`config.mk`:
```
export PLATFORM = sky130hd
export DESIGN_NAME = scmu_front_flat
export DESIGN_NICKNAME = d
export VERILOG_FILES = /design/src/rtl/shadow_crop_matrix_unit_macros.svh /design/src/rtl/scmu_pkg.sv /design/src/rtl/scmu_point_if.sv /design/src/rtl/scmu_front.sv /design/src/flat_wrapper.sv
export SDC_FILE = /design/constraint.sdc
export NUM_CORES = 2
export LEC_CHECK = 0
export BUFFER_PORTS_ARGS = -buffer_cell sky130_fd_sc_hd__buf_2
export CORE_ASPECT_RATIO = 0.75
export CORE_MARGIN = 10
export CORE_UTILIZATION = 35
export CTS_CLUSTER_SIZE = 30
export DETAILED_ROUTE_END_ITERATION = 10
export PLACE_DENSITY_LB_ADDON = 0.25
export SLEW_MARGIN = 20
export SYNTH_ARGS = -nofsm -noshare
export SYNTH_HDL_FRONTEND = slang
export SYNTH_SLANG_ARGS = --single-unit
```
`constraint.sdc`:
```
create_clock -name clk -period 9.8 [get_ports clk]
set_input_delay 2.94 -clock clk [delete_from_list [all_inputs] [get_ports clk]]
set_output_delay 2.94 -clock clk [all_outputs]
set_load 0.05 [all_outputs]
```
`src/rtl/shadow_crop_matrix_unit_macros.svh`:
```
// ---------------------------------------------------------------------------
// Assertion macros for the shadow crop matrix unit
// Concurrent checks that compile away when SYNTHESIS is defined.
// ---------------------------------------------------------------------------
`ifndef SHADOW_CROP_MATRIX_UNIT_MACROS_SVH
`define SHADOW_CROP_MATRIX_UNIT_MACROS_SVH
`ifndef SYNTHESIS
`define SCMU_ASSERT(label, clk, rst_n, prop, msg) \
	label: assert property (@(posedge clk) disable iff (!rst_n) prop) else $error(msg);
`define SCMU_ASSERT_NEXT(label, clk, rst_n, pre, post, msg) \
	label: assert property (@(posedge clk) disable iff (!rst_n) (pre) |=> (post)) \
		else $error(msg);
`else
`define SCMU_ASSERT(label, clk, rst_n, prop, msg)
`define SCMU_ASSERT_NEXT(label, clk, rst_n, pre, post, msg)
`endif
`endif

```
`src/rtl/scmu_pkg.sv`:
```
// ---------------------------------------------------------------------------
// Shadow crop matrix package
// Widths, reset values, queue item and divider result types and saturation helper.
// ---------------------------------------------------------------------------
package scmu_pkg;
	localparam int CLIP_W = 52;
	localparam logic [63:0] MROW0_RST = 64'd4096;
	localparam logic [63:0] MROW1_RST = 64'd4096 << 16;
	localparam logic [63:0] MROW2_RST = 64'd4096 << 32;
	localparam logic [63:0] MROW3_RST = 64'd4096 << 48;
	localparam logic signed [31:0] I32_MAX = 32'sh7FFFFFFF;
	localparam logic signed [31:0] I32_MIN = 32'sh80000000;
	localparam logic signed [32:0] ONE_Q16 = 33'sd65536;
	localparam logic signed [CLIP_W-1:0] TWO_Q16 = CLIP_W'(131072);

	typedef struct packed {
		logic signed [CLIP_W-1:0] cx;
		logic signed [CLIP_W-1:0] cy;
		logic signed [CLIP_W-1:0] cz;
		logic signed [CLIP_W-1:0] cw;
		logic last;
	} clip_item_t;

	typedef struct packed {
		logic busy;
		logic done;
		logic zero;
		logic signed [31:0] quo;
	} div_res_t;

	function automatic logic signed [31:0] sat32(input logic neg, input logic [63:0] m);
		logic signed [31:0] r;
		if (neg) begin
			if (m >= 64'h8000_0000) r = I32_MIN;
			else r = $signed(32'd0 - m[31:0]);
		end else begin
			if (m > 64'h7FFF_FFFF) r = I32_MAX;
			else r = $signed(m[31:0]);
		end
		return r;
	endfunction
endpackage

```
`src/rtl/scmu_point_if.sv`:
```
// ---------------------------------------------------------------------------
// Corner point channel
// Carries one bounding box corner per request.
// ---------------------------------------------------------------------------
interface scmu_point_if;
	logic valid;
	logic ready;
	logic signed [31:0] point_x;
	logic signed [31:0] point_y;
	logic signed [31:0] point_z;
	logic last_point;
	modport source(output valid, point_x, point_y, point_z, last_point, input ready);
	modport sink(input valid, point_x, point_y, point_z, last_point, output ready);
endinterface

```
`src/rtl/scmu_front.sv`:
```
// ---------------------------------------------------------------------------
// Transform front end
// Holds the matrix rows and forms the four clip coordinates of a corner
// with one shared multiplier, one product per cycle.
// ---------------------------------------------------------------------------
module scmu_front import scmu_pkg::*; (
	input  logic clk,
	input  logic arst_n,
	input  logic cfg_we,
	input  logic [7:0] cfg_index,
	input  logic [63:0] cfg_data,
	scmu_point_if.sink point,
	output logic push_valid,
	input  logic push_ready,
	output clip_item_t push_item
);
	logic [63:0] mrow_q [4];
	logic busy_q, push_q, pv_s1;
	logic [4:0] cnt_q;
	logic [3:0] pidx_s1;
	logic signed [32:0] p_q [3];
	logic last_q;
	logic signed [48:0] prod_s1;
	logic signed [CLIP_W-1:0] acc_q;
	logic signed [CLIP_W-1:0] clip_q [4];
	logic signed [15:0] coef;
	logic signed [32:0] pmux;
	logic signed [CLIP_W-1:0] sum;
	logic issue;

	assign point.ready = !busy_q;
	assign issue = busy_q && !cnt_q[4];
	assign coef = $signed(mrow_q[cnt_q[3:2]][16*cnt_q[1:0] +: 16]);
	assign pmux = (cnt_q[1:0] == 2'd3) ? ONE_Q16 : p_q[cnt_q[1:0]];
	assign sum = ((pidx_s1[1:0] == 2'd0) ? CLIP_W'(0) : acc_q) + CLIP_W'(prod_s1);

	always_ff @(posedge clk or negedge arst_n) begin
		if (!arst_n) begin
			mrow_q[0] <= MROW0_RST;
			mrow_q[1] <= MROW1_RST;
			mrow_q[2] <= MROW2_RST;
			mrow_q[3] <= MROW3_RST;
			busy_q <= 1'b0;
			push_q <= 1'b0;
			pv_s1 <= 1'b0;
			cnt_q <= 5'd0;
		end else begin
			if (cfg_we && cfg_index < 8'd4) mrow_q[cfg_index[1:0]] <= cfg_data;
			pv_s1 <= issue;
			if (point.valid && !busy_q) begin
				busy_q <= 1'b1;
				cnt_q <= 5'd0;
			end else if (issue) begin
				cnt_q <= cnt_q + 5'd1;
			end
			if (pv_s1 && pidx_s1 == 4'd15) push_q <= 1'b1;
			if (push_q && push_ready) begin
				push_q <= 1'b0;
				busy_q <= 1'b0;
			end
		end
	end

	always_ff @(posedge clk) begin
		if (point.valid && !busy_q) begin
			p_q[0] <= 33'(point.point_x);
			p_q[1] <= 33'(point.point_y);
			p_q[2] <= 33'(point.point_z);
			last_q <= point.last_point;
		end
		if (issue) begin
			prod_s1 <= coef * pmux;
			pidx_s1 <= cnt_q[3:0];
		end
		if (pv_s1) begin
			if (pidx_s1[1:0] == 2'd3) clip_q[pidx_s1[3:2]] <= sum;
			else acc_q <= sum;
		end
	end

	assign push_valid = push_q;
	assign push_item.cx = clip_q[0];
	assign push_item.cy = clip_q[1];
	assign push_item.cz = clip_q[2];
	assign push_item.cw = clip_q[3];
	assign push_item.last = last_q;
endmodule

```
`src/flat_wrapper.sv`:
```
// flat-port wrapper written by rule: the top's interface ports become plain ports
module scmu_front_flat import scmu_pkg::*;
  (clk, arst_n, cfg_we, cfg_index, cfg_data, push_valid, push_ready, push_item, point_valid, point_point_x, point_point_y, point_point_z, point_last_point, point_ready);
  scmu_point_if point_i ();
  input  logic clk;
  input  logic arst_n;
  input  logic cfg_we;
  input  logic [7:0] cfg_index;
  input  logic [63:0] cfg_data;
  output logic push_valid;
  input  logic push_ready;
  output clip_item_t push_item;
  input wire logic [$bits(point_i.valid)-1:0] point_valid;
  input wire logic [$bits(point_i.point_x)-1:0] point_point_x;
  input wire logic [$bits(point_i.point_y)-1:0] point_point_y;
  input wire logic [$bits(point_i.point_z)-1:0] point_point_z;
  input wire logic [$bits(point_i.last_point)-1:0] point_last_point;
  output wire logic [$bits(point_i.ready)-1:0] point_ready;
  assign point_i.valid = point_valid;
  assign point_i.point_x = point_point_x;
  assign point_i.point_y = point_point_y;
  assign point_i.point_z = point_point_z;
  assign point_i.last_point = point_last_point;
  assign point_ready = point_i.ready;
  scmu_front u_core (.clk(clk), .arst_n(arst_n), .cfg_we(cfg_we), .cfg_index(cfg_index), .cfg_data(cfg_data), .point(point_i), .push_valid(push_valid), .push_ready(push_ready), .push_item(push_item));
endmodule
```
==> flow_metrics.env <==
export IMPL_post_drt_via_cell_ratio=4.99
export IMPL_setup_tns_ps=0
export IMPL_grt_first_pass_wirelength_mm=200
export IMPL_crit_slowest_cell="dfrtp_4"
export IMPL_path_common_cell="fa_1"
export IMPL_start_util=0.352
export IMPL_finClkSkew_ps=33.1
export IMPL_overflow=0
export IMPL_cap_violations=0
export IMPL_grt_pass1_vias=31100
export IMPL_boundaryPins=385
export IMPL_ys_ff_latch=674
export IMPL_yosysSeqAreaShare=0.410
export IMPL_worstPathMaxFanout=26
export IMPL_synth_distinct_cells=82
export IMPL_place_congestion=0.930
export IMPL_dieArea_um2=147000
export IMPL_portBuffers=384
export IMPL_syn_inst=3838
export IMPL_holdBufCountCts=0
export IMPL_htree_levels=3
export IMPL_synth_top_cell_by_area="edfxtp_1"
export IMPL_wl_per_cell_um=21.9
export IMPL_timing_worst_setup_path_type="register to register"
export IMPL_yosysMostFrequentCell="inv_1"
export IMPL_cts_resized=0
export IMPL_synth_edff_count=410
export IMPL_period_share=0.926
export IMPL_critPathArrivalTime_ps=9510
export IMPL_synth_area_leaders="edfxtp_1 (27%), fa_1 (21%), dfrtp_1 (14%), mux2_2 (6.4%), inv_1 (5.1%)"
export IMPL_num_vias=30100
export IMPL_fill_cells=12500
export IMPL_root_buffer="clkbuf_16"
export IMPL_outcome="finished, final reports clean"
export IMPL_drv_slew=0
export IMPL_syn_area_um2=46200
export IMPL_syn_nets=4671
export IMPL_route_detailed_drc=0
export IMPL_wl_mm=132
export IMPL_drive_gt1_frac=0.229
export IMPL_fin_crit_ps=9070
export IMPL_cts_setup_buffers=0
export IMPL_tightest_slew_ps=1110
export IMPL_syn2layout_area_growth_pct=14.8
export IMPL_hp_class="register to register"
export IMPL_fin_nets=5047
export IMPL_fmax_mhz=110
export IMPL_rsz0062_at_grt="false"
export IMPL_clock_latency_ps=710
export IMPL_finalWorstSetupSlack_ps=728
export IMPL_finalHoldViolCount=0
export IMPL_clock_path_buffers=3
export IMPL_drt_initial_drc_count=2301
export IMPL_die_w_um=440
export IMPL_antenna_found_initial=15
export IMPL_ys_top_cells_by_count="inv_1 (622), fa_1 (492), edfxtp_1 (410)"
export IMPL_post_place_ws_ps=897
export IMPL_synth_top_area_frac=0.266
export IMPL_dpl_hpwl_mm=100
export IMPL_setup_viol=0
export IMPL_grt_max_degree=177
export IMPL_first_pass_iters=5
export IMPL_synth_ff_type="edfxtp_1"
export IMPL_coreArea_um2=131000
export IMPL_cts_sinks=674
export IMPL_slowest_delay_ps=800
export IMPL_end_kind="register"
export IMPL_track_usage=0.178
export IMPL_startpoint_type="register"
export IMPL_required_ps=10230
export IMPL_ys_warnings_count=0
export IMPL_cts_clk_slew_worst_paths_ps=60
export IMPL_num_rows=115
export IMPL_cts_tree="built"
export IMPL_cts_buffers=76
export IMPL_maxSlewHeadroom=0.256
export IMPL_async_flop_share=0.392
export IMPL_die_h_um=335
export IMPL_syn_avg_cell_area_um2=12.0
export IMPL_postRouteAntennaNets=0
flip-flops by register name, summed over array words and instances (netlist names):
register	flops
u_core.mrow_q	256
u_core.clip_q	208
u_core.p_q	96
u_core.acc_q	52
u_core.prod_s1	49
u_core.cnt_q	5
u_core.pidx_s1	4
u_core.busy_q	1
u_core.last_q	1
u_core.push_valid	1
u_core.pv_s1	1
worst max-delay path, delay by kind of cell (launching register included):
family / cells / cell delay [ps]
compound gates: 9 / 2600
fa+ha+maj: 7 / 3710
flops: 1 / 800
simple gates: 1 / 170
buf+inv: 5 / 600
mux: 2 / 800
xor+xnor: 1 / 90
layout by cell type (no fill, tap or decap), types with 11 or more instances in the layout:
cell       Yosys  routed
o211ai_1      12      12
nor2b_1       94      93
dfrtp_1      260     256
nand2b_1      17      17
xor2_1        29      29
and2_1        30      30
xnor2_1       68      68
inv_1        622     620
nor2_1       260     257
mux2_2       263     263
nand4_1       24      24
buf_4          9      69
o21bai_1      24      23
a21o_1        62      62
a211oi_1      61      55
edfxtp_1     410     410
buf_2         43     383
clkbuf_1      99      13
mux4_2        73      73
clkinv_2       0      12
ha_1         167     166
o21ai_0       57      57
and3_1        11      11
fa_1         492     492
nand2_1      345     345
a21oi_1      116     113
mux2i_1       14      14
nand3_1       21      20
a211o_1       28      28
clkbuf_16      0      80
layout make-up:
class                      count  area, um^2  share of cell area
multi-input combinational   2381       24400               0.459
sequential                   674       18900               0.357
timing repair buffer         459        2580              0.0486
inverter                     622        2330              0.0440
tap                         1755        2200              0.0414
clock buffer                 101        2160              0.0407
clock inverter                37         459             0.00866
antenna                        3        7.51            0.000142
stage by stage:
stage | utilization | cells | instance area (um^2) | hold slack (ps)
6_report | 0.405 | 6032 | 53000 | 499
5_1_grt | 0.405 | 6031 | 53000 | 513
4_1_cts | 0.404 | 6029 | 53000 | 501
3_5_place_dp | 0.384 | 5891 | 50400 | 488
3_3_place_gp | 0.384 | 5890 | 50400 | 482
2_1_floorplan | - | 3838 | 46200 | 420
worst paths after layout:
path	start	end	slack (ps)	cells after the start
min in group asynchronous	arst_n	u_core.mrow_q[238]$_DFFE_PN0P_	2230	1
min reg2reg	u_core.mrow_q[126]$_DFFE_PN0P_	u_core.mrow_q[126]$_DFFE_PN0P_	500	1
max in group asynchronous	arst_n	u_core.cnt_q[0]$_DFFE_PN0P_	6030	2
max	u_core.cnt_q[2]$_DFFE_PN0P_	u_core.prod_s1[41]$_DFFE_PP_	730	25
min	u_core.mrow_q[126]$_DFFE_PN0P_	u_core.mrow_q[126]$_DFFE_PN0P_	500	1
max reg2reg	u_core.cnt_q[2]$_DFFE_PN0P_	u_core.prod_s1[41]$_DFFE_PP_	730	25
metal layers:
layer | global-route usage | wire (um)
met5 | 0 | 95
met4 | 0.0475 | 3500
met3 | 0.0507 | 11600
met2 | 0.260 | 55800
met1 | 0.258 | 61000
cells by family after synthesis:
kind of cell | synth area share
simple gates | 0.0821
compound gates | 0.0630
mux | 0.103
fa+ha+maj | 0.258
flops | 0.410
xor+xnor | 0.0184
buf+inv | 0.0659
Power is left out: the tool's default activity adds up to more than one toggle a clock period on the data nets, which glitch-free logic cannot reach.
