===== src/rtl/shadow_crop_matrix_unit_macros.svh =====
// ---------------------------------------------------------------------------
// Assertion macros for the shadow crop matrix unit
// Concurrent checks that compile away when SYNTHESIS is defined.
// ---------------------------------------------------------------------------
`ifndef SHADOW_CROP_MATRIX_UNIT_MACROS_SVH
`define SHADOW_CROP_MATRIX_UNIT_MACROS_SVH
`ifndef SYNTHESIS
`define SCMU_ASSERT(label, clk, rst_n, prop, msg) \
	label: assert property (@(posedge clk) disable iff (!rst_n) prop) else $error(msg);
`define SCMU_ASSERT_NEXT(label, clk, rst_n, pre, post, msg) \
	label: assert property (@(posedge clk) disable iff (!rst_n) (pre) |=> (post)) \
		else $error(msg);
`else
`define SCMU_ASSERT(label, clk, rst_n, prop, msg)
`define SCMU_ASSERT_NEXT(label, clk, rst_n, pre, post, msg)
`endif
`endif


===== src/rtl/scmu_pkg.sv =====
// ---------------------------------------------------------------------------
// Shadow crop matrix package
// Widths, reset values, queue item and divider result types and saturation helper.
// ---------------------------------------------------------------------------
package scmu_pkg;
	localparam int CLIP_W = 52;
	localparam logic [63:0] MROW0_RST = 64'd4096;
	localparam logic [63:0] MROW1_RST = 64'd4096 << 16;
	localparam logic [63:0] MROW2_RST = 64'd4096 << 32;
	localparam logic [63:0] MROW3_RST = 64'd4096 << 48;
	localparam logic signed [31:0] I32_MAX = 32'sh7FFFFFFF;
	localparam logic signed [31:0] I32_MIN = 32'sh80000000;
	localparam logic signed [32:0] ONE_Q16 = 33'sd65536;
	localparam logic signed [CLIP_W-1:0] TWO_Q16 = CLIP_W'(131072);

	typedef struct packed {
		logic signed [CLIP_W-1:0] cx;
		logic signed [CLIP_W-1:0] cy;
		logic signed [CLIP_W-1:0] cz;
		logic signed [CLIP_W-1:0] cw;
		logic last;
	} clip_item_t;

	typedef struct packed {
		logic busy;
		logic done;
		logic zero;
		logic signed [31:0] quo;
	} div_res_t;

	function automatic logic signed [31:0] sat32(input logic neg, input logic [63:0] m);
		logic signed [31:0] r;
		if (neg) begin
			if (m >= 64'h8000_0000) r = I32_MIN;
			else r = $signed(32'd0 - m[31:0]);
		end else begin
			if (m > 64'h7FFF_FFFF) r = I32_MAX;
			else r = $signed(m[31:0]);
		end
		return r;
	endfunction
endpackage


===== src/rtl/scmu_queue.sv =====
// ---------------------------------------------------------------------------
// Clip coordinate queue
// Two-entry queue that decouples the transform from the divide sequencer.
// ---------------------------------------------------------------------------
module scmu_queue import scmu_pkg::*; (
	input  logic clk,
	input  logic arst_n,
	input  logic push_valid,
	output logic push_ready,
	input  clip_item_t push_item,
	output logic pop_valid,
	input  logic pop,
	output clip_item_t pop_item
);
	clip_item_t mem_q [2];
	logic wptr_q, rptr_q;
	logic [1:0] count_q;
	logic do_push, do_pop;

	assign push_ready = count_q != 2'd2;
	assign pop_valid = count_q != 2'd0;
	assign do_push = push_valid && push_ready;
	assign do_pop = pop && pop_valid;
	assign pop_item = mem_q[rptr_q];

	always_ff @(posedge clk or negedge arst_n) begin
		if (!arst_n) begin
			wptr_q <= 1'b0;
			rptr_q <= 1'b0;
			count_q <= 2'd0;
		end else begin
			if (do_push) wptr_q <= !wptr_q;
			if (do_pop) rptr_q <= !rptr_q;
			count_q <= count_q + 2'(do_push) - 2'(do_pop);
		end
	end

	always_ff @(posedge clk) begin
		if (do_push) mem_q[wptr_q] <= push_item;
	end
endmodule


===== config.mk =====
export PLATFORM = sky130hd
export DESIGN_NAME = scmu_queue
export DESIGN_NICKNAME = d
export VERILOG_FILES = /design/src/rtl/shadow_crop_matrix_unit_macros.svh /design/src/rtl/scmu_pkg.sv /design/src/rtl/scmu_queue.sv
export SDC_FILE = /design/constraint.sdc
export NUM_CORES = 1
export LEC_CHECK = 0
export ABC_CLOCK_PERIOD_IN_PS = 27900
export BUFFER_PORTS_ARGS = -buffer_cell sky130_fd_sc_hd__buf_2
export CAP_MARGIN = 25
export CORE_MARGIN = 8
export CORE_UTILIZATION = 55
export DETAILED_ROUTE_END_ITERATION = 10
export HOLD_SLACK_MARGIN = 0.1
export PLACE_DENSITY = 0.91
export RECOVER_POWER = 100
export SLEW_MARGIN = 25
export SYNTH_ARGS = -nofsm -noshare
export SYNTH_HDL_FRONTEND = slang
export SYNTH_SLANG_ARGS = --single-unit

===== constraint.sdc =====
create_clock -name clk -period 27.9 [get_ports clk]
set_clock_uncertainty 0.05 [all_clocks]
set_input_delay 1.395 -clock clk [delete_from_list [all_inputs] [get_ports clk]]
set_output_delay 1.395 -clock clk [all_outputs]
set_load 0.02 [all_outputs]

==> metrics.txt, run 1 <==
syn nets around 900; Synth top area share roughly 82%; fin worst setup slack roughly 19 ns; GR Util All Layers 19.0%; num rows just over 60; fin area approximately 0.019 mm^2; Leak Pwr approximately 6.3 nW; DIE AREA between 0.03 and 0.04 mm^2; Ports approximately 420; Final period util a little under a third; Vias/cell around 5.2; largest net degree at the start of global routing 78; Core Area 0.0276 mm^2; Initial Util between 50% and 60%; routed wire length on met3 between 2000 and 3000 um; Peak VDD IR 95.8 uV; Place WS about 23 ns; GRT overflow 0; post-route ant nets 0; slew at the pin closest to its max-slew limit 4.28 ns; final hold vios 0; worst hold path class flop to flop; max cap viols 10; metal2 WL 18400 um; Final min period ~8.7 ns; required time worst endpoint roughly 28 ns; Syn Area/Cell approximately 23 um^2; post-CTS sizing 0; initial detailed-routing violation count 295; die height ~180 um; Skew-Pair Late Insertion Delay about 0.51 ns; WL per Instance between 20 and 25 um; Post CTS Setup Buffer Count 0; Placed Instances 1458; CP startpoint kind input pin; Distinct cells, synth 18; share of post-route cells with drive strength above 1 between 30% and 40%; Post-synth EDFFs approximately 420; Synth top cells by count edfxtp_1, mux2_2, buf_6, dfrtp_1; TNS Setup 0 ns; initial antenna violation count 10; asr flop ratio synth less than 1%; Max Used Layer met5; status finished with violations; DRT Pass-1 Iters 4; final core utilization roughly two thirds; clk slew on worst S/H paths about 0.05 ns; end of the worst hold path wptr_q; hold path start wptr_q; FMAX roughly 0.12 GHz; worst rel slew slack -186%; worst r2r dst mem_q[0][140]; IO buf count 423; DRC violations left 0; Area growth syn-to-layout 21.6%; flop2flop setup slack ~20 ns; Met1 Wirelength approximately 11000 um; Syn Inst Count about 670; via count between 8000 and 9000; Layout Nets ~1300; Synth area leaders edfxtp_1, mux2_2, buf_6; Final Non-Filler Cells 1538; clk sinks roughly 420; worst-path fanout max between 70 and 80; R2R Path Start count_q[0]; Post-Route WL 33900 um; Area after DPL 0.0178 mm^2; Main synth FF type edfxtp_1; first-pass GRT wire length 48700 um; Slew Limit Fails 617; Die W 183 um; CTS H-tree depth 2; routability congestion estimate between 0.7 and 0.8; area leader, netlist edfxtp_1; power density cells about 110 mW/mm^2; r2r worst-path depth 5; worst hold path cell count 1; Clock Root Buffer clkbuf_16; most frequent cell after synthesis edfxtp_1; Synth Register Bits between 400 and 500; register area share after synthesis 82.3%; synth warn 0; arrival time at the worst endpoint 8.63 ns; failing checks max-capacitance violations, max-slew violations; cts hold-fix bufs 0; DP Wirelength approximately 24000 um; CTS max path bufs 3; RSZ-0062 raised after global routing false; vias in the first global route between 8000 and 9000; Setup CP Type input pin to flop; CTS tree yes; CP endpoint kind flop; Setup-failing EPs final 0; Cell Area, Synth around 0.015 mm^2; number of buffers created by CTS between 40 and 50
-- registers in the layout, indices dropped and copies added (netlist names) --
| register | count |
|---|---|
| rptr_q | 1 |
| count_q | 2 |
| mem_q | 418 |
| wptr_q | 1 |
-- power breakdown --
group | internal, W | switching, W | leakage (nW)
logic | 0.000235 | 0.000424 | 1.74
clock network | 0.000312 | 0.000213 | 0.640
registers | 0.000882 | 0.0000532 | 3.93
-- layout make-up --
type                    instances  area, um^2
repair buffers                431        1780
diodes                          7        17.5
flip-flops and latches        422       12700
fillers                      1914        8930
well taps                     378         473
multi-input cells             227        2470
clock inverters                15         124
clock buffers                  58        1170
-- layer usage --
layer  track usage [%]  vias to the layer above
li1                  -                     3605
met4              8.13                        6
met3              5.74                       88
met1              19.6                     4004
met5                 0                        -
met2              35.4                      329
-- worst max path at each step --
stage                     from             to  slack [ns]  cells past startpoint
floorplan           push_valid    mem_q[0][0]       16.93                      2
global placement    push_valid  mem_q[0][113]       23.53                      5
detailed placement  push_valid  mem_q[0][113]       23.46                      5
CTS                     rptr_q  pop_item[134]       23.26                      3
global route        push_valid  mem_q[0][195]       18.62                      5
finish              push_valid  mem_q[0][140]       19.23                      5
-- metrics by stage --
step	power, W	hold slack, ns
detailed placement	0.00162	0.516
floorplan	0.00143	0.410
finish	0.00212	0.466
CTS	0.00215	0.529
global placement	0.00159	0.491
global route	0.00221	0.513
-- layout by cell type, fill, tap and decap left out, drive strengths merged --
cell / instances
and3: 1
mux2: 209
ha: 1
bufinv: 2
nor2: 3
diode: 7
nand3: 1
buf: 132
a311oi: 1
o21ba: 1
or2: 1
clkbuf: 357
dfrtp: 4
xnor2: 3
nand2: 2
clkinv: 13
o21ai: 1
nor4bb: 1
edfxtp: 418
nand2b: 1
nor2b: 1
-- worst max-delay path, stage by stage --
cell and delay (ns):
clkbuf_1 0.24, nand2_1 0.14, nor2_1 1.82, clkbuf_1 1.81, clkbuf_1 3.13
-- kinds of logic after synthesis --
family	synth area share, %
XOR/XNOR	0.171
buffers and inverters	1.64
AO/OA/AOI/OAI	0.155
multiplexers	15.3
AND/OR/NAND/NOR	0.391
adder cells (fa/ha/maj)	0.0813
flip-flops	82.3
(Power assumes the default switching activity.)
==> run 2: changes to the inputs <==
ABC_AREA = 1   (was unset)
ABC_CLOCK_PERIOD_IN_PS = 9000   (was 27900)
CORE_UTILIZATION = 52   (was 55)
PLACE_DENSITY = 0.87   (was 0.91)
clock period = 9 ns   (was 27.9 ns; I/O delays follow)
==> run 2 against run 1 <==
The run still ends with max-capacitance violations, max-slew violations left. Wire length grew 37%. First-iteration DRC count grew to 3.5 times the previous value. Non-clock buffer count grew 205. Largest cell class unchanged. Utilization grew 2.6 points. Critical path type is now flop to flop. Global-route usage grew 6.1 points. Via count grew 42%.
==> metrics.txt, run 2 <==
Slew Limit Fails 494; sequential power share between 40% and 50%; number of buffers created by CTS slightly above 40; fillers about 1900; failing checks max-capacitance violations, max-slew violations; FMAX 0.166 GHz; CP endpoint kind flop; Pwr Total approximately 0.0070 W; required time worst endpoint ~9 ns; logic gate share of total power approximately a third; clk slew on worst S/H paths around 0.060 ns; R2R Path Start count_q[0]; slew at the pin closest to its max-slew limit 4.13 ns; Core Area about 0.029 mm^2; GRT overflow 0; Synth area leaders edfxtp_1, nand2_1, buf_2; Cell Area, Synth about 0.015 mm^2; internal power between 0.004 and 0.005 W; Final min period around 6 ns; CP peak stage delay 2.89 ns; IO buf count about 420; status finished with violations; Synth Register Bits 422; Post-Route WL around 46000 um; Vias/cell around 5.2; max reg flops about 420; flop2flop setup slack ~3.0 ns; WL per Instance around 21 um; Final period util between 60% and 70%; Peak VDD IR around 300 uV; routability congestion estimate about 0.8; power density cells roughly 340 mW/mm^2; clock group share of total power roughly a quarter; CTS H-tree depth 2; Setup CP Type flop to flop; GR Util All Layers 25.2%; Placed Instances between 1500 and 2000; DRC violations left 0; Max Used Layer met4; via count 11400; Leak Pwr 8.01 nW; Ports 424; Die W between 150 and 200 um; Post-synth EDFFs ~420; CP most frequent cell nand2_1; commonest non-fill, non-tap cell in the layout nand2_1; Synth top area share 81.4%; worst rel slew slack -175%; Most flops, register mem_q; DIE AREA 0.0354 mm^2; Psw about 0.0028 W; initial detailed-routing violation count about 1000; Synth top cells by count nand2_1, edfxtp_1, buf_2, buf_6, inv_1; worst setup path end mem_q[0][198]; post-CTS sizing 0; final hold vios 0; clk sinks between 400 and 500; largest registers mem_q (418), count_q (2); area leader, netlist edfxtp_1; Distinct cells, synth 12; CTS tree yes; Area growth syn-to-layout 33.9%; Sw Share roughly two fifths; post-route ant nets 0; vias in the first global route between 10000 and 15000; Final Non-Filler Cells about 2200; CTS max path bufs 3; routed wire length on met3 approximately 5200 um; Layout Nets 1970; worst path cell trace inv_1 -> nand2_1 -> nand2_1 -> nor2_4 -> clkbuf_1 -> clkbuf_2; max cap viols 7; Clock Root Buffer clkbuf_16; Syn Area/Cell around 14 um^2; asr flop ratio synth less than 1%; worst r2r dst mem_q[0][198]; initial antenna violation count 4; RSZ-0062 raised after global routing false; Met1 Wirelength 15200 um; DRT Pass-1 Iters 5; slowest CP cell clkbuf_1; Setup-failing EPs final 0; synth warn 0; CP startpoint kind flop; worst-path fanout max 71; syn nets 1337; num rows 63; metal2 WL 24100 um; crit path from count_q[0]; Skew-Pair Late Insertion Delay slightly above 0.5 ns; Main synth FF type edfxtp_1; final core utilization a little over two thirds; first-pass GRT wire length approximately 70000 um; die height roughly 190 um; hold path start push_valid; most frequent cell after synthesis nand2_1; Initial Util 52.5%; share of post-route cells with drive strength above 1 6.39%; TNS Setup 0 ns; DP Wirelength between 20000 and 30000 um; most frequent cells in the layout nand2_1, edfxtp_1, clkbuf_1, dlygate4sd3_1; arrival time at the worst endpoint about 6.1 ns; worst hold path class input pin to flop; Syn Inst Count around 1100; r2r worst-path depth 6; register area share after synthesis between 80 and 90%; largest net degree at the start of global routing between 100 and 150
[run 2: kinds of logic after synthesis]
family	count (synthesis)	synth area share [%]
compound gates	2	0.0648
xor+xnor	1	0.0568
fa+ha+maj	1	0.0811
simple gates	643	15.7
flops	422	82.0
buf+inv	54	2.13
[run 2: final cells by class]
class | instances | area (um^2) | share of cell area, %
inverter | 8 | 35.0 | 0.170
clock inverter | 22 | 211 | 1.02
tap | 390 | 488 | 2.36
multi-input combinational | 647 | 2460 | 11.9
antenna | 6 | 15.0 | 0.0727
sequential | 422 | 12700 | 61.2
timing repair buffer | 636 | 3740 | 18.1
clock buffer | 49 | 1060 | 5.11
[run 2: metal layers]
layer / GRT usage [%] / vias up
met5: 0 / -
met2: 45.7 / 817
met4: 9.45 / 0
met1: 27.1 / 5421
li1: - / 5061
met3: 7.78 / 137
[run 2: timing repair]
action	in CTS	in global routing
hold buffers	204	0
endpoints found under the setup margin	0	0
endpoints found under the hold margin	409	0
setup buffers	0	0
[run 2: worst min-delay path by stage]
stage	slack (ns)	end	depth (start not counted)
2_1_floorplan	0.10	count_q[0]	0
3_3_place_gp	0.21	count_q[0]	1
3_5_place_dp	0.21	rptr_q	1
4_1_cts	0.10	mem_q[0][157]	1
5_1_grt	0.18	mem_q[1][155]	1
6_report	0.19	wptr_q	3
[run 2: critical path: cells and delay by family (launching register included)]
kind / cells / cell delay (ns)
buf+inv: 3 / 4.65
flops: 1 / 0.40
simple gates: 3 / 0.41
[run 2: metrics by stage]
stage | cell area [um^2] | hold slack, ns | setup WS (ns)
after global placement | 17800 | 0.211 | 5.53
final | 20700 | 0.186 | 2.98
after detailed placement | 17800 | 0.215 | 5.48
after global routing | 20700 | 0.180 | 2.44
after CTS | 21100 | 0.104 | 4.95
after floorplan | 15400 | 0.104 | 2.23
[run 2: power by group through the flow]
stage | Clock [W] | Sequential [W] | Combinational [W]
after global routing | 0.00173 | 0.00294 | 0.00262
after global placement | 0 | 0.00286 | 0.00238
final | 0.00164 | 0.00290 | 0.00244
after detailed placement | 0 | 0.00288 | 0.00242
after floorplan | 0 | 0.00289 | 0.00160
after CTS | 0.00165 | 0.00285 | 0.00252
