### src/rtl/shadow_crop_matrix_unit_macros.svh
// ---------------------------------------------------------------------------
// Assertion macros for the shadow crop matrix unit
// Concurrent checks that compile away when SYNTHESIS is defined.
// ---------------------------------------------------------------------------
`ifndef SHADOW_CROP_MATRIX_UNIT_MACROS_SVH
`define SHADOW_CROP_MATRIX_UNIT_MACROS_SVH
`ifndef SYNTHESIS
`define SCMU_ASSERT(label, clk, rst_n, prop, msg) \
	label: assert property (@(posedge clk) disable iff (!rst_n) prop) else $error(msg);
`define SCMU_ASSERT_NEXT(label, clk, rst_n, pre, post, msg) \
	label: assert property (@(posedge clk) disable iff (!rst_n) (pre) |=> (post)) \
		else $error(msg);
`else
`define SCMU_ASSERT(label, clk, rst_n, prop, msg)
`define SCMU_ASSERT_NEXT(label, clk, rst_n, pre, post, msg)
`endif
`endif

### src/rtl/scmu_pkg.sv
// ---------------------------------------------------------------------------
// Shadow crop matrix package
// Widths, reset values, queue item and divider result types and saturation helper.
// ---------------------------------------------------------------------------
package scmu_pkg;
	localparam int CLIP_W = 52;
	localparam logic [63:0] MROW0_RST = 64'd4096;
	localparam logic [63:0] MROW1_RST = 64'd4096 << 16;
	localparam logic [63:0] MROW2_RST = 64'd4096 << 32;
	localparam logic [63:0] MROW3_RST = 64'd4096 << 48;
	localparam logic signed [31:0] I32_MAX = 32'sh7FFFFFFF;
	localparam logic signed [31:0] I32_MIN = 32'sh80000000;
	localparam logic signed [32:0] ONE_Q16 = 33'sd65536;
	localparam logic signed [CLIP_W-1:0] TWO_Q16 = CLIP_W'(131072);

	typedef struct packed {
		logic signed [CLIP_W-1:0] cx;
		logic signed [CLIP_W-1:0] cy;
		logic signed [CLIP_W-1:0] cz;
		logic signed [CLIP_W-1:0] cw;
		logic last;
	} clip_item_t;

	typedef struct packed {
		logic busy;
		logic done;
		logic zero;
		logic signed [31:0] quo;
	} div_res_t;

	function automatic logic signed [31:0] sat32(input logic neg, input logic [63:0] m);
		logic signed [31:0] r;
		if (neg) begin
			if (m >= 64'h8000_0000) r = I32_MIN;
			else r = $signed(32'd0 - m[31:0]);
		end else begin
			if (m > 64'h7FFF_FFFF) r = I32_MAX;
			else r = $signed(m[31:0]);
		end
		return r;
	endfunction
endpackage

### src/rtl/scmu_crop_if.sv
// ---------------------------------------------------------------------------
// Crop result channel
// Carries the crop scale, offset and status of one box per request.
// ---------------------------------------------------------------------------
interface scmu_crop_if;
	logic valid;
	logic ready;
	logic signed [31:0] scale_x;
	logic signed [31:0] scale_y;
	logic signed [31:0] scale_z;
	logic signed [31:0] shift_x;
	logic signed [31:0] shift_y;
	logic signed [31:0] shift_z;
	logic status;
	modport source(output valid, scale_x, scale_y, scale_z, shift_x, shift_y, shift_z,
		status, input ready);
	modport sink(input valid, scale_x, scale_y, scale_z, shift_x, shift_y, shift_z,
		status, output ready);
endinterface

### src/rtl/scmu_div.sv
// ---------------------------------------------------------------------------
// Iterative Q16 divider
// Restoring division of (num * 2^16) by den, one quotient bit per cycle,
// truncated toward zero and saturated to 32 bits.
// ---------------------------------------------------------------------------
module scmu_div import scmu_pkg::*; (
	input  logic clk,
	input  logic arst_n,
	input  logic start,
	input  logic signed [CLIP_W-1:0] num,
	input  logic signed [CLIP_W-1:0] den,
	output div_res_t res
);
	logic busy_q, done_q, zero_q, neg_q;
	logic [5:0] cnt_q;
	logic [CLIP_W-1:0] rem_q, dmag_q;
	logic [32:0] nlow_q;
	logic [32:0] quo_bits_q;
	logic signed [31:0] quo_q;
	logic [CLIP_W-1:0] nmag, dmag;
	logic ovf;
	logic [CLIP_W:0] trial;
	logic bit_n;

	assign nmag = num[CLIP_W-1] ? CLIP_W'(0) - num : num;
	assign dmag = den[CLIP_W-1] ? CLIP_W'(0) - den : den;
	assign ovf = (70'(nmag) >= (70'(dmag) << 17));
	assign trial = {rem_q, nlow_q[32]};
	assign bit_n = (trial >= (CLIP_W+1)'(dmag_q));

	always_ff @(posedge clk or negedge arst_n) begin
		if (!arst_n) begin
			busy_q <= 1'b0;
			done_q <= 1'b0;
		end else begin
			done_q <= 1'b0;
			if (start) begin
				if (den == '0 || ovf) begin
					done_q <= 1'b1;
				end else begin
					busy_q <= 1'b1;
				end
			end else if (busy_q && cnt_q == 6'd1) begin
				busy_q <= 1'b0;
				done_q <= 1'b1;
			end
		end
	end

	always_ff @(posedge clk) begin
		if (start) begin
			neg_q <= num[CLIP_W-1] != den[CLIP_W-1];
			dmag_q <= dmag;
			rem_q <= nmag >> 17;
			nlow_q <= {nmag[16:0], 16'd0};
			cnt_q <= 6'd33;
			quo_bits_q <= '0;
			zero_q <= (den == '0);
			if (den == '0) begin
				if (num == '0) quo_q <= '0;
				else if (num[CLIP_W-1]) quo_q <= I32_MIN;
				else quo_q <= I32_MAX;
			end else if (ovf) begin
				quo_q <= sat32(num[CLIP_W-1] != den[CLIP_W-1], 64'hFFFF_FFFF);
			end
		end else if (busy_q) begin
			rem_q <= bit_n ? CLIP_W'(trial - (CLIP_W+1)'(dmag_q)) : trial[CLIP_W-1:0];
			nlow_q <= {nlow_q[31:0], 1'b0};
			quo_bits_q <= {quo_bits_q[31:0], bit_n};
			cnt_q <= cnt_q - 6'd1;
			if (cnt_q == 6'd1) quo_q <= sat32(neg_q, 64'({quo_bits_q[31:0], bit_n}));
		end
	end

	assign res.busy = busy_q;
	assign res.done = done_q;
	assign res.zero = zero_q;
	assign res.quo = quo_q;
endmodule

### src/rtl/scmu_back.sv
// ---------------------------------------------------------------------------
// Divide sequencer back end
// Performs the perspective divides, keeps the box extents and, on the last
// corner, forms the crop scales and offsets into the output register.
// ---------------------------------------------------------------------------
`include "shadow_crop_matrix_unit_macros.svh"
module scmu_back import scmu_pkg::*; (
	input  logic clk,
	input  logic arst_n,
	input  logic pop_valid,
	output logic pop,
	input  clip_item_t pop_item,
	scmu_crop_if.source crop
);
	localparam logic [2:0] B_IDLE = 3'd0;
	localparam logic [2:0] B_DIV_GO = 3'd1;
	localparam logic [2:0] B_DIV_WAIT = 3'd2;
	localparam logic [2:0] B_SC_GO = 3'd3;
	localparam logic [2:0] B_SC_WAIT = 3'd4;
	localparam logic [2:0] B_MUL = 3'd5;
	localparam logic [2:0] B_SAT = 3'd6;
	localparam logic [2:0] B_EMIT = 3'd7;

	logic [2:0] state_q;
	logic [1:0] axis_q;
	clip_item_t item_q;
	logic signed [31:0] low_x_q, high_x_q, low_y_q, high_y_q, high_z_q;
	logic degen_q, szero_q, out_v_q;
	logic signed [31:0] sc_q [3];
	logic signed [31:0] of_q [3];
	logic [64:0] prod_s1;
	logic pneg_s1;
	logic div_start;
	logic signed [CLIP_W-1:0] div_num, div_den;
	div_res_t dres;
	logic signed [31:0] hi_sel, lo_sel, sc_sel;
	logic signed [32:0] diff, bsum;
	logic [32:0] bsum_mag;
	logic [31:0] sc_mag;
	logic [47:0] ofs_m;
	logic emit;

	scmu_div u_div (
		.clk(clk), .arst_n(arst_n), .start(div_start),
		.num(div_num), .den(div_den), .res(dres)
	);

	always_comb begin
		case (axis_q)
			2'd0: begin
				hi_sel = high_x_q;
				lo_sel = low_x_q;
			end
			2'd1: begin
				hi_sel = high_y_q;
				lo_sel = low_y_q;
			end
			default: begin
				hi_sel = high_z_q;
				lo_sel = -32'sd65536;
			end
		endcase
	end

	assign sc_sel = sc_q[axis_q];
	assign diff = 33'(hi_sel) - 33'(lo_sel);
	assign bsum = 33'(hi_sel) + 33'(lo_sel);
	assign bsum_mag = bsum[32] ? 33'd0 - bsum : bsum;
	assign sc_mag = sc_sel[31] ? 32'd0 - sc_sel : sc_sel;
	assign ofs_m = prod_s1[64:17];

	assign pop = (state_q == B_IDLE) && pop_valid;
	assign div_start = (state_q == B_DIV_GO) || (state_q == B_SC_GO);
	assign div_num = (state_q == B_SC_GO) ? TWO_Q16 :
		(axis_q == 2'd0) ? item_q.cx : (axis_q == 2'd1) ? item_q.cy : item_q.cz;
	assign div_den = (state_q == B_SC_GO) ? CLIP_W'(diff) : item_q.cw;
	assign emit = (state_q == B_EMIT) && (!out_v_q || crop.ready);

	always_ff @(posedge clk or negedge arst_n) begin
		if (!arst_n) begin
			state_q <= B_IDLE;
			axis_q <= 2'd0;
			out_v_q <= 1'b0;
			low_x_q <= I32_MAX;
			low_y_q <= I32_MAX;
			high_x_q <= I32_MIN;
			high_y_q <= I32_MIN;
			high_z_q <= I32_MIN;
			degen_q <= 1'b0;
			szero_q <= 1'b0;
		end else begin
			if (crop.ready) out_v_q <= 1'b0;
			case (state_q)
				B_IDLE: begin
					axis_q <= 2'd0;
					if (pop_valid) state_q <= B_DIV_GO;
				end
				B_DIV_GO: state_q <= B_DIV_WAIT;
				B_DIV_WAIT: begin
					if (dres.done) begin
						if (dres.zero) degen_q <= 1'b1;
						case (axis_q)
							2'd0: begin
								if (dres.quo < low_x_q) low_x_q <= dres.quo;
								if (dres.quo > high_x_q) high_x_q <= dres.quo;
							end
							2'd1: begin
								if (dres.quo < low_y_q) low_y_q <= dres.quo;
								if (dres.quo > high_y_q) high_y_q <= dres.quo;
							end
							default: begin
								if (dres.quo > high_z_q) high_z_q <= dres.quo;
							end
						endcase
						if (axis_q == 2'd2) begin
							axis_q <= 2'd0;
							szero_q <= 1'b0;
							state_q <= item_q.last ? B_SC_GO : B_IDLE;
						end else begin
							axis_q <= axis_q + 2'd1;
							state_q <= B_DIV_GO;
						end
					end
				end
				B_SC_GO: state_q <= B_SC_WAIT;
				B_SC_WAIT: begin
					if (dres.done) begin
						if (dres.zero) szero_q <= 1'b1;
						state_q <= B_MUL;
					end
				end
				B_MUL: state_q <= B_SAT;
				B_SAT: begin
					if (axis_q == 2'd2) begin
						state_q <= B_EMIT;
					end else begin
						axis_q <= axis_q + 2'd1;
						state_q <= B_SC_GO;
					end
				end
				B_EMIT: begin
					if (emit) begin
						out_v_q <= 1'b1;
						low_x_q <= I32_MAX;
						low_y_q <= I32_MAX;
						high_x_q <= I32_MIN;
						high_y_q <= I32_MIN;
						high_z_q <= I32_MIN;
						degen_q <= 1'b0;
						state_q <= B_IDLE;
					end
				end
				default: state_q <= B_IDLE;
			endcase
		end
	end

	always_ff @(posedge clk) begin
		if (pop) item_q <= pop_item;
		if (state_q == B_SC_WAIT && dres.done) sc_q[axis_q] <= dres.quo;
		if (state_q == B_MUL) begin
			prod_s1 <= 65'(bsum_mag) * 65'(sc_mag);
			pneg_s1 <= bsum[32] != sc_sel[31];
		end
		if (state_q == B_SAT) of_q[axis_q] <= sat32(!pneg_s1 && ofs_m != '0, 64'(ofs_m));
		if (emit) begin
			crop.scale_x <= sc_q[0];
			crop.scale_y <= sc_q[1];
			crop.scale_z <= sc_q[2];
			crop.shift_x <= of_q[0];
			crop.shift_y <= of_q[1];
			crop.shift_z <= of_q[2];
			crop.status <= szero_q || degen_q;
		end
	end

	assign crop.valid = out_v_q;

	`SCMU_ASSERT(a_start_idle, clk, arst_n, div_start |-> !dres.busy, "divider restarted busy")
	`SCMU_ASSERT(a_emit_clear, clk, arst_n, emit |=> (low_x_q == I32_MAX && !degen_q),
		"box not cleared after emit")
	`SCMU_ASSERT(a_emit_hold, clk, arst_n,
		(state_q == B_EMIT && out_v_q && !crop.ready) |=> (state_q == B_EMIT),
		"result overwritten while output full")
endmodule

### src/flat_wrapper.sv
// flat-port wrapper written by rule: the top's interface ports become plain ports
module scmu_back_flat import scmu_pkg::*;
  (clk, arst_n, pop_valid, pop, pop_item, crop_valid, crop_scale_x, crop_scale_y, crop_scale_z, crop_shift_x, crop_shift_y, crop_shift_z, crop_status, crop_ready);
  scmu_crop_if crop_i ();
  input  logic clk;
  input  logic arst_n;
  input  logic pop_valid;
  output logic pop;
  input  clip_item_t pop_item;
  output wire logic [$bits(crop_i.valid)-1:0] crop_valid;
  output wire logic [$bits(crop_i.scale_x)-1:0] crop_scale_x;
  output wire logic [$bits(crop_i.scale_y)-1:0] crop_scale_y;
  output wire logic [$bits(crop_i.scale_z)-1:0] crop_scale_z;
  output wire logic [$bits(crop_i.shift_x)-1:0] crop_shift_x;
  output wire logic [$bits(crop_i.shift_y)-1:0] crop_shift_y;
  output wire logic [$bits(crop_i.shift_z)-1:0] crop_shift_z;
  output wire logic [$bits(crop_i.status)-1:0] crop_status;
  input wire logic [$bits(crop_i.ready)-1:0] crop_ready;
  assign crop_valid = crop_i.valid;
  assign crop_scale_x = crop_i.scale_x;
  assign crop_scale_y = crop_i.scale_y;
  assign crop_scale_z = crop_i.scale_z;
  assign crop_shift_x = crop_i.shift_x;
  assign crop_shift_y = crop_i.shift_y;
  assign crop_shift_z = crop_i.shift_z;
  assign crop_status = crop_i.status;
  assign crop_i.ready = crop_ready;
  scmu_back u_core (.clk(clk), .arst_n(arst_n), .pop_valid(pop_valid), .pop(pop), .pop_item(pop_item), .crop(crop_i));
endmodule
### config.mk
export PLATFORM = sky130hd
export DESIGN_NAME = scmu_back_flat
export DESIGN_NICKNAME = d
export VERILOG_FILES = /design/src/rtl/scmu_pkg.sv /design/src/rtl/scmu_crop_if.sv /design/src/rtl/scmu_div.sv /design/src/rtl/scmu_back.sv /design/src/flat_wrapper.sv
export VERILOG_INCLUDE_DIRS = /design/src /design/src/rtl
export SDC_FILE = /design/constraint.sdc
export NUM_CORES = 2
export LEC_CHECK = 0
export CELL_PAD_IN_SITES_DETAIL_PLACEMENT = 0
export CELL_PAD_IN_SITES_GLOBAL_PLACEMENT = 1
export CORE_MARGIN = 3
export CORE_UTILIZATION = 40
export DETAILED_ROUTE_END_ITERATION = 6
export DONT_BUFFER_PORTS = 1
export PLACE_DENSITY = 0.73
export SYNTH_ARGS = -nofsm -noshare
export SYNTH_HDL_FRONTEND = slang
export SYNTH_SLANG_ARGS = --single-unit
### constraint.sdc
create_clock -name clk -period 30.2 [get_ports clk]
set_clock_uncertainty 0.05 [all_clocks]
set_input_delay 6.04 -clock clk [delete_from_list [all_inputs] [get_ports clk]]
set_output_delay 6.04 -clock clk [all_outputs]
set_load 0.005 [all_outputs]
==> insert_results.sql <==
INSERT INTO impl_metrics (metric_group, metric, value, unit) VALUES
('global_routing', 'grt_pass1_vias', '67200', ''),
('logic_synthesis', 'synth-edff-count', '813', ''),
('power_and_ir_drop', 'power-per-cell-area', '30.5', 'nW/um^2'),
('sta', 'worst_hold_slack', '0.346', 'ns'),
('logic_synthesis', 'avgSynthCellArea', '10.0', 'um^2'),
('worst_setup_path', 'worst_setup_path_end_kind', 'flop', ''),
('logic_synthesis', 'synthDistinctLibCells', '86', ''),
('floorplan', 'floorplan.initialDensity', '40.4', '%'),
('detailed_routing', 'drt_drc', '0', ''),
('logic_synthesis', 'ys.warnings.count', '0', ''),
('floorplan', 'die_area', '228000', 'um^2'),
('placed_design', 'place_hpwl', '224', 'mm'),
('worst_setup_path', 'timing.critical_path.buf_inv', '7', ''),
('floorplan', 'fp-row-count', '172', ''),
('flow_run', 'max_cap_violations', '0', ''),
('power_and_ir_drop', 'peak_ir_drop_on_the_vdd_network', '0.0507', 'mV'),
('cells_and_area', 'multi_input_comb_area', '53200', 'um^2'),
('detailed_routing', 'drt.antenna.violating_nets', '0', ''),
('worst_setup_path', 'critical_path_class', 'flop to flop', ''),
('detailed_routing', 'detailedRoute.firstIterationViolations', '5574', ''),
('worst_setup_path', 'critical_path.slowest_cell', 'sky130_fd_sc_hd__and2_0', ''),
('global_routing', 'maximum_number_of_pins_on_one_net_before_global_route_repair', '171', ''),
('clocking', 'worstSkewPairLatency', '0.79', 'ns'),
('worst_setup_path', 'crit_path_max_incr_delay', '0.97', 'ns'),
('logic_synthesis', 'syn-num-nets', '10600', ''),
('global_routing', 'grt_remaining_overflow', '0', ''),
('clocking', 'clk_path_buf_depth', '3', ''),
('worst_setup_path', 'critical_path_peak_fanout', '77', ''),
('worst_setup_path', 'cp_data_required_time', '30.66', 'ns'),
('worst_hold_path', 'hold_path.class', 'flop to flop', ''),
('logic_synthesis', 'synth_seq_cells', '1038', ''),
('cells_and_area', 'area.growth.synth_to_final', '9.17', '%'),
('clocking', 'cts_made_buffers', '110', ''),
('clocking', 'postCtsSetupRepairBufs', '0', ''),
('clocking', 'clk_pin_slew_worst_paths', '0.06', 'ns'),
('worst_setup_path', 'crit_family', 'adder cells', ''),
('sta', 'period_share', '54.8', '%'),
('cells_and_area', 'utilization', '44.1', '%'),
('logic_synthesis', 'commonest_register_cell_after_synthesis', 'sky130_fd_sc_hd__edfxtp_1', ''),
('outcome', 'run_status', 'complete, no violations', ''),
('logic_synthesis', 'netlist_instances', '8912', ''),
('worst_setup_path', 'critical_path.startpoint_type', 'flop', ''),
('floorplan', 'chipWidth', '478', 'um'),
('global_routing', 'first_pass_grt_wire_length', '430', 'mm'),
('cells_and_area', 'drive_gt1_share', '8.58', '%'),
('cells_and_area', 'mostFrequentLayoutCell', 'sky130_fd_sc_hd__inv_1', ''),
('cells_and_area', 'fillerInstances', '20900', ''),
('detailed_routing', 'postRouteWirelength', '288', 'mm'),
('sta', 'worst_slew_pin_slew', '1.17', 'ns'),
('clocking', 'clockRootBuffer', 'sky130_fd_sc_hd__clkbuf_16', ''),
('floorplan', 'core_region_area', '221000', 'um^2'),
('cells_and_area', 'final_net_count', '10500', ''),
('logic_synthesis', 'synth.yosys.seq_area_share', '33.5', '%'),
('sta', 'finalMaxSlewViolations', '0', ''),
('sta', 'fmax', '60.5', 'MHz'),
('worst_setup_path', 'cpMostUsedCell', 'sky130_fd_sc_hd__fa_1', ''),
('placed_design', 'placer_congestion_estimate', '0.939', ''),
('global_routing', 'globalRouteTotalUtil', '24.9', '%'),
('sta', 'tns', '0', 'ns'),
('clocking', 'htree_levels', '3', ''),
('detailed_routing', 'avgRoutedWirePerCell', '24.3', 'um'),
('clocking', 'cts_tree', 'yes', ''),
('power_and_ir_drop', 'leakagePower', '0.0406', 'uW'),
('sta', 'timing.final.hold_violations', '0', ''),
('logic_synthesis', 'async_reset_ff_share', '16.4', '%'),
('worst_setup_path', 'worst_ep_arrival_time', '17.00', 'ns'),
('sta', 'timing.final.setup_violations', '0', ''),
('sta', 'slew_headroom', '21.2', '%'),
('detailed_routing', 'routed-via-count', '65200', ''),
('placed_design', 'io_buffers', '0', ''),
('clocking', 'tritoncts_num_sinks', '1038', '');
## kinds of logic (layout without fill, tap and decap cells)
logic type	count (synthesis)	after routing	synth area share, %
AO/OA/AOI/OAI	1343	1343	9.34
XOR/XNOR	353	353	3.47
adder cells (fa/ha/maj)	1512	1512	29.1
buffers and inverters	1773	1775	7.48
flip-flops	1038	1038	33.5
multiplexers	310	310	4.15
other	0	12	0
AND/OR/NAND/NOR	2583	2583	13.0
## cells in the mapped netlist (47+ instances only)
| cell | count | area share, % |
|---|---|---|
| sky130_fd_sc_hd__mux2i_1 | 107 | 1.2 |
| sky130_fd_sc_hd__clkbuf_1 | 342 | 1.4 |
| sky130_fd_sc_hd__xor2_1 | 142 | 1.4 |
| sky130_fd_sc_hd__dfrtp_1 | 105 | 2.9 |
| sky130_fd_sc_hd__nand4_1 | 81 | 0.57 |
| sky130_fd_sc_hd__a21oi_1 | 449 | 2.5 |
| sky130_fd_sc_hd__a21o_1 | 127 | 1.1 |
| sky130_fd_sc_hd__nand3_1 | 77 | 0.43 |
| sky130_fd_sc_hd__inv_1 | 1388 | 5.8 |
| sky130_fd_sc_hd__nand2_1 | 908 | 3.8 |
| sky130_fd_sc_hd__fa_1 | 928 | 21 |
| sky130_fd_sc_hd__edfxtp_1 | 813 | 27 |
| sky130_fd_sc_hd__ha_1 | 584 | 8.2 |
| sky130_fd_sc_hd__dfxtp_1 | 55 | 1.2 |
| sky130_fd_sc_hd__o21ai_0 | 343 | 1.9 |
| sky130_fd_sc_hd__nand2b_1 | 108 | 0.76 |
| sky130_fd_sc_hd__nor3_1 | 102 | 0.57 |
| sky130_fd_sc_hd__dfstp_2 | 65 | 1.9 |
| sky130_fd_sc_hd__mux2_2 | 173 | 2.2 |
| sky130_fd_sc_hd__nor2b_1 | 85 | 0.60 |
| sky130_fd_sc_hd__nor2_1 | 911 | 3.8 |
| sky130_fd_sc_hd__xnor2_1 | 211 | 2.1 |
| sky130_fd_sc_hd__and2_1 | 76 | 0.53 |
| sky130_fd_sc_hd__or3_1 | 47 | 0.33 |
## state kept, by name, summed over array words and instances, names as in the netlist, 2 cells and up
signal,flops
u_core.u_div.quo_bits_q,32
crop_scale_x,32
crop_shift_y,32
u_core.high_z_q,32
crop_scale_y,32
crop_shift_x,32
u_core.low_y_q,32
u_core.low_x_q,32
u_core.item_q,209
u_core.u_div.nlow_q,17
u_core.u_div.dmag_q,52
u_core.high_y_q,32
u_core.sc_q,128
u_core.of_q,96
u_core.u_div.cnt_q,6
u_core.prod_s1,48
crop_shift_z,32
u_core.u_div.rem_q,52
u_core.high_x_q,32
crop_scale_z,32
u_core.u_div.quo_q,32
u_core.axis_q,2
u_core.state_q,3
## layout make-up
cell class,instances,area share (%)
Timing Repair Buffer,177,1.38
Sequential cell,1038,30.7
Clock buffer,126,2.97
Inverter,1389,5.36
Tap cell,2958,3.81
Multi-Input combinational cell,6101,54.7
Antenna cell,12,0.0309
Clock inverter,83,1.08
## per-layer routing
metal	track usage, %	routed length, um	share of wire [%]	vias up
li1	-	-	-	29200
met1	31.5	116000	40	32700
met2	41.5	136000	47	2607
met3	4.57	20800	7.2	649
met4	11.6	15400	5.3	26
met5	0	208	0.072	-
## metrics by stage
step	setup slack, ns	total power, uW	area (um^2)	std cells
floorplan	3.85	1560	89100	8912
global placement	14.07	1560	93300	11700
detailed placement	13.73	1560	93300	11700
CTS	13.71	3000	97200	11900
global route	12.54	3060	97200	11900
finish	13.66	2970	97300	11900
## power by group
group                switching, uW  internal, uW
logic          0.00000000000000550        0.0194
clock network                  607           835
registers      0.00000000000000916          1530
## worst register-to-register path, delay by kind of cell (launching register included)
kind,cells,cell delay [ns]
flip-flops,1,0.39
buffers and inverters,7,1.14
XOR/XNOR,3,0.65
AO/OA/AOI/OAI,19,4.30
AND/OR/NAND/NOR,11,4.44
adder cells (fa/ha/maj),11,5.40
## path summary, 6_finish.rpt
check / startpoint / endpoint / slack, ns / cells past startpoint
worst min-delay path: u_core.of_q[2][31]$_DFFE_PP_ / crop_shift_z[31]$_DFFE_PP_ / 0.35 / 0
min in group asynchronous: arst_n / u_core.high_y_q[25]$_DFFE_PN0P_ / 4.96 / 0
worst max-delay path: u_core.axis_q[0]$_DFFE_PN0P_ / u_core.prod_s1[57]$_DFFE_PP_ / 13.66 / 51
worst max register to register: u_core.axis_q[0]$_DFFE_PN0P_ / u_core.prod_s1[57]$_DFFE_PP_ / 13.66 / 51
worst min register to register: u_core.of_q[2][31]$_DFFE_PP_ / crop_shift_z[31]$_DFFE_PP_ / 0.35 / 0
max in group asynchronous: arst_n / u_core.low_x_q[1]$_DFFE_PN1P_ / 24.76 / 0
(Power assumes the default switching activity.)
